$ cat src/rtl/core/bgr_pkg.sv
// Shared types and constants of the bilinear grid resampler.
// Used by the top level, the pipelined divider and the port checker.
// No dependencies.
package bgr_pkg;

    localparam int COORD_W    = 40;    // Q31.8 coordinates
    localparam int CELL_W     = 24;    // Q16.8 cell size
    localparam int SAMP_W     = 32;    // Q15.16 samples
    localparam int FRAC_W     = 16;    // weight fraction bits
    localparam int FRAC_ONE   = 65536; // weight of one
    localparam int IDX_W      = 14;    // load index width
    localparam int GRID_W     = 8;     // grid_cols / grid_rows registers
    localparam int STAT_W     = 2;
    localparam int CFG_IDX_W  = 3;
    localparam int CFG_DATA_W = 40;
    localparam int S_TDATA_W  = 160;
    localparam int S_TUSER_W  = 1;
    localparam int M_TDATA_W  = 64;
    localparam int M_TUSER_W  = 2;

    typedef enum logic {
        OP_LOAD  = 1'b0,
        OP_QUERY = 1'b1
    } op_t;

    typedef enum logic [STAT_W-1:0] {
        ST_INTERP  = 2'd0,
        ST_OUTSIDE = 2'd1,
        ST_CORNER  = 2'd2
    } status_t;

    typedef enum logic [CFG_IDX_W-1:0] {
        CFG_WEST   = 3'd0,
        CFG_SOUTH  = 3'd1,
        CFG_CELL   = 3'd2,
        CFG_COLS   = 3'd3,
        CFG_ROWS   = 3'd4,
        CFG_MARKER = 3'd5,
        CFG_AUX    = 3'd6
    } cfg_idx_t;

endpackage

$ cat src/rtl/core/bgr_div.sv
// Pipelined restoring divider: one quotient bit per register stage.
// Yields floor(dividend * 2^16 / divisor) and a non-zero-remainder flag.
// Depends on bgr_pkg.
module bgr_div #(
    parameter int QW = 7
) (
    input  logic                                aclk,
    input  logic                                en,
    input  logic [bgr_pkg::CELL_W-1:0]          divisor,
    input  logic [bgr_pkg::CELL_W+QW-1:0]       dividend,
    output logic [QW+bgr_pkg::FRAC_W-1:0]       quotient,
    output logic                                rem_nz
);
    import bgr_pkg::*;

    localparam int DW = CELL_W + QW;
    localparam int QT = QW + FRAC_W;
    localparam int NS = QT;

    logic [DW:0]   rem_reg  [NS];
    logic [DW:0]   rem_next [NS];
    logic [QT-1:0] quo_reg  [NS];
    logic [QT-1:0] quo_next [NS];

    // Integer bits first (compare against shifted divisor), then fraction bits.
    always_comb begin : steps
        logic [DW:0]   src;
        logic [DW:0]   cand;
        logic [DW:0]   sub;
        logic [QT-1:0] qsrc;
        logic          ge;
        for (int j = 0; j < NS; j++) begin
            if (j == 0) begin
                src  = (DW+1)'(dividend);
                qsrc = '0;
            end else begin
                src  = rem_reg[j-1];
                qsrc = quo_reg[j-1];
            end
            if (j < QW) begin
                cand = src;
                sub  = (DW+1)'(divisor) << (QW - 1 - j);
            end else begin
                cand = src << 1;
                sub  = (DW+1)'(divisor);
            end
            ge          = (cand >= sub);
            rem_next[j] = ge ? (cand - sub) : cand;
            quo_next[j] = {qsrc[QT-2:0], ge};
        end
    end

    always_ff @(posedge aclk) begin
        if (en) begin
            for (int j = 0; j < NS; j++) begin
                rem_reg[j] <= rem_next[j];
                quo_reg[j] <= quo_next[j];
            end
        end
    end

    assign quotient = quo_reg[NS-1];
    assign rem_nz   = |rem_reg[NS-1];

endmodule

$ cat config.mk
export PLATFORM = sky130hd
export DESIGN_NAME = bgr_div
export DESIGN_NICKNAME = d
export VERILOG_FILES = /design/src/rtl/core/bgr_pkg.sv /design/src/rtl/core/bgr_div.sv
export SDC_FILE = /design/constraint.sdc
export NUM_CORES = 2
export LEC_CHECK = 0
export ABC_CLOCK_PERIOD_IN_PS = 6540
export BUFFER_PORTS_ARGS = -buffer_cell sky130_fd_sc_hd__buf_4
export CORE_MARGIN = 2
export CORE_UTILIZATION = 50
export CTS_CLUSTER_DIAMETER = 40
export DETAILED_ROUTE_END_ITERATION = 8
export GPL_TIMING_DRIVEN = 0
export PLACE_DENSITY_LB_ADDON = 0.1
export SETUP_SLACK_MARGIN = 0.4
export SYNTH_ARGS = -nofsm -noshare
export SYNTH_HDL_FRONTEND = slang
export SYNTH_SLANG_ARGS = --single-unit
$ cat constraint.sdc
create_clock -name aclk -period 6.54 [get_ports aclk]
set_input_delay 1.308 -clock aclk [delete_from_list [all_inputs] [get_ports aclk]]
set_output_delay 1.308 -clock aclk [all_outputs]
set_load 0.02 [all_outputs]
==> key figures <==
Status
  – Status: complete, no violations

GRT
  – Wire length of the first global-routing pass: 277 mm
  – Largest net degree at the start of global routing: 130
  – Aggregate global-route resource usage: 0.263
  – Number of global-route vias before repair: 49300
  – GRT Residual Overflow: 0
  – Initial antenna violation count: 3

Final layout
  – Commonest cells after routing, fill and taps aside: sky130_fd_sc_hd__edfxtp_1 (996), sky130_fd_sc_hd__a21oi_1 (656), sky130_fd_sc_hd__nor2_1 (552), sky130_fd_sc_hd__ha_1 (552), sky130_fd_sc_hd__nand2_1 (526)
  – Count of placed standard cells in the final layout, fillers left out: 8650
  – Final-layout fill cell count: 11300
  – Ratio of cells with drive above 1 in the final layout: 0.0851
  – Max reg flops: 720
  – Final Cell Area: 75300 sq um
  – Most common cell after layout, fill and taps aside: sky130_fd_sc_hd__edfxtp_1
  – Final nets: 7384
  – Combined area of the multi-input logic cells: 34800 sq um
  – Utilization of the core after routing: 0.574
  – Synthesis-to-finish area growth: 14.0%
  – Sequential cell area: 29900 sq um

Timing
  – Final setup viols: 0
  – Max Slew Vio Count: 0
  – Final-layout worst hold slack: 401 ps
  – Share of the clock period used by the worst path after layout: 0.862
  – Tmin final: 5640 ps
  – Slew at the pin with the worst max-slew slack: 1100 ps
  – Highest clock rate: 0.177 GHz
  – Unrepaired setup endpoints after global routing: no
  – Clk_skew: 29.6 ps
  – Number of hold violations in the final report: 0
  – Normalized max-slew margin: 0.265

Setup path
  – Top fanout value on the critical path: 41
  – Slowest-stage cell, CP: sky130_fd_sc_hd__fa_1
  – FF-to-FF path depth: 13
  – Worst-path cell chain: buf_4, inv_1, clkbuf_4, fa_1, a211oi_1, o21ai_0, a21oi_1, a211o_1, a311oi_1, a21oi_1, o211a_1, clkbuf_1, clkbuf_1, nand2_1, o21ai_0
  – Arrival @ worst endpoint: 6200 ps
  – Largest stage delay on the critical path: 660 ps
  – Register-to-register setup slack: 2320 ps
  – Type of element launching the critical path: input port
  – Worst r2r dst: rem_reg[0][91]
  – Source of the worst register-to-register timing path: rem_reg[0][36]
  – Required time at the worst-slack endpoint: 7110 ps
  – Capturing element type of the critical path: flop
  – WS Path Type: input port to flop

Placed design
  – Post-Place Cells: 8337
  – Global placement routability congestion: 0.914
  – Buffers on Ports: 80
  – Instance area after placement: 69500 sq um
  – HPWL after DPL: 131 mm

CTS
  – Post-CTS Hold Buffers: 0
  – TritonCTS clock tree: built
  – Bufs on Longest Clock Path: 3
  – Clock input transition at the sequential cells of the worst setup and hold paths: 50 ps
  – Number of sinks on the clock net: 996
  – CTS buffer count: 169
  – CTS root buffer: sky130_fd_sc_hd__clkbuf_16
  – H-Tree Level Count: 4
  – Clock network latency to the later pin of the worst-skew pair: 800 ps

Yosys
  – Number of storage elements in the synthesis netlist: 996
  – Average size of a mapped cell: 10.2 sq um
  – Primary FF master, synth: sky130_fd_sc_hd__edfxtp_1
  – Sequential area share after synthesis: 0.453
  – Fraction of registers with async set or reset after synthesis: 0
  – Post-Synthesis Cells: 6472
  – Yosys warning count: 0
  – Total nets after synthesis: 7104
  – Count of flip-flops with a built-in enable after synthesis: 996
  – Library cell occupying the most area in the post-synthesis netlist: sky130_fd_sc_hd__edfxtp_1
  – Count of distinct cell types in the synthesized netlist: 93
  – Post-Synthesis Cell Area: 66100 sq um
  – Top cells by area, synth: sky130_fd_sc_hd__edfxtp_1 (45%), sky130_fd_sc_hd__ha_1 (10%), sky130_fd_sc_hd__a21oi_1 (5.0%)
  – Synth top area share: 0.453

Worst hold path
  – Number of instances on the worst hold path: 0
  – Hold Path Origin: quo_reg[1][2]
  – Hold Crit Class: flop to flop
  – Hold-critical path endpoint: quo_reg[1][26]

Drt
  – Pre-Repair DR Iteration Count: 6
  – Number of remaining DRC errors: 0
  – Violation count after the first detailed-routing iteration: 4074
  – Post-DR wirelength/cell: 20.9 um
  – WL final: 181 mm
  – Number of routed nets with antenna violations: 0
  – Vias: 51300
  – DR vias/cell: 5.94

Die
  – Std cell rows: 133
  – Die height: 368 um
  – Chip Width: 368 um
  – Placeable core area: 131000 sq um
  – Die footprint: 135000 sq um
  – Effective utilization at floorplan: 0.503
  – # IOs: 81

Run
  – Maximum capacitance violations: 0

Power
  – Lkg Pwr: 29.0 nW
  – Max IR drop VDD: 0.000241 V
  – Total power per unit cell area: 488 nW/um^2
layer usage:
metal,up-vias,share of wire,global-route usage
met2,1503,0.47,0.433
met5,-,0.000044,0
met3,346,0.056,0.0423
met1,24500,0.44,0.347
met4,2,0.036,0.0997
li1,25000,-,-
how the worst max path moves through the flow:
stage	from	end	slack (ps)	depth (start not counted)
after CTS	divisor[0]	rem_reg[1][86]	980	14
final	divisor[0]	rem_reg[2][47]	900	15
after detailed placement	divisor[0]	rem_reg[1][86]	-790	15
after global routing	divisor[0]	rem_reg[2][209]	460	16
after global placement	en	rem_reg[2][18]	-4470	1
after floorplan	divisor[0]	rem_reg[2][61]	730	15
cells in the mapped netlist, types with 23 or more instances:
cell,count
sky130_fd_sc_hd__or2_2,31
sky130_fd_sc_hd__o21ai_0,467
sky130_fd_sc_hd__a21oi_1,656
sky130_fd_sc_hd__nor3_1,136
sky130_fd_sc_hd__nand2_1,526
sky130_fd_sc_hd__mux2_2,84
sky130_fd_sc_hd__nor4_1,59
sky130_fd_sc_hd__ha_1,552
sky130_fd_sc_hd__o21a_1,76
sky130_fd_sc_hd__edfxtp_1,996
sky130_fd_sc_hd__nor2_1,552
sky130_fd_sc_hd__and3_1,44
sky130_fd_sc_hd__a21o_1,259
sky130_fd_sc_hd__or3_1,37
sky130_fd_sc_hd__a31oi_1,64
sky130_fd_sc_hd__o211ai_1,35
sky130_fd_sc_hd__and2_1,31
sky130_fd_sc_hd__nor2b_1,84
sky130_fd_sc_hd__xnor2_1,326
sky130_fd_sc_hd__fa_1,23
sky130_fd_sc_hd__clkbuf_1,151
sky130_fd_sc_hd__nand4_1,95
sky130_fd_sc_hd__o31ai_1,36
sky130_fd_sc_hd__a211oi_1,62
sky130_fd_sc_hd__inv_1,178
sky130_fd_sc_hd__o21bai_1,65
sky130_fd_sc_hd__xor2_1,280
sky130_fd_sc_hd__nand2b_1,86
sky130_fd_sc_hd__nand3_1,129
report_power, final:
group          internal (W)  total, W  leakage (nW)  switching, W
Combinational       0.00675    0.0161          16.7       0.00937
Clock               0.00561   0.00889          2.78       0.00328
Sequential           0.0102    0.0117          9.53       0.00152
repair_timing:
action	in CTS	in global routing
setup buffers	0	0
gates resized for setup	0	0
endpoints found under the hold margin	0	0
endpoints found under the setup margin	158	0
metrics by stage:
| stage | setup WS [ps] | power [W] | TNS [ps] |
|---|---|---|---|
| after CTS | 978 | 0.0367 | 0 |
| final | 905 | 0.0367 | 0 |
| after floorplan | 735 | 0.0232 | 0 |
| after global routing | 456 | 0.0391 | 0 |
| after detailed placement | -791 | 0.0276 | -148180 |
| after global placement | -4470 | 0.0275 | -4963240 |
cell families (layout without fill, tap and decap cells):
family                     after synthesis  after routing  synth area share
adders and majority gates              575            575             0.112
buffers and inverters                  361            783            0.0208
muxes                                   90             90            0.0152
AOI/OAI and AO/OA                     1948           1948             0.183
and+or+nand+nor                       1896           1896             0.136
DFF                                    996            996             0.453
xor gates and xnor gates               606            606            0.0803
other                                    0              1                 0
critical path: cells and delay by family:
family          cells  cell delay [ps]
fa+ha+maj           1              660
buf+inv             5             2100
compound gates      8             1970
simple gates        1              100
cell type report:
class | count | area share
Antenna cell | 1 | 0.0000332
Buffer | 178 | 0.00920
Clock buffer | 194 | 0.0577
Clock inverter | 119 | 0.0188
Inverter | 182 | 0.00907
Multi-Input combinational cell | 5115 | 0.462
Sequential cell | 996 | 0.397
Tap cell | 1755 | 0.0292
Timing Repair Buffer | 110 | 0.0170
No activity file was read; power rests on OpenSTA's default activity.
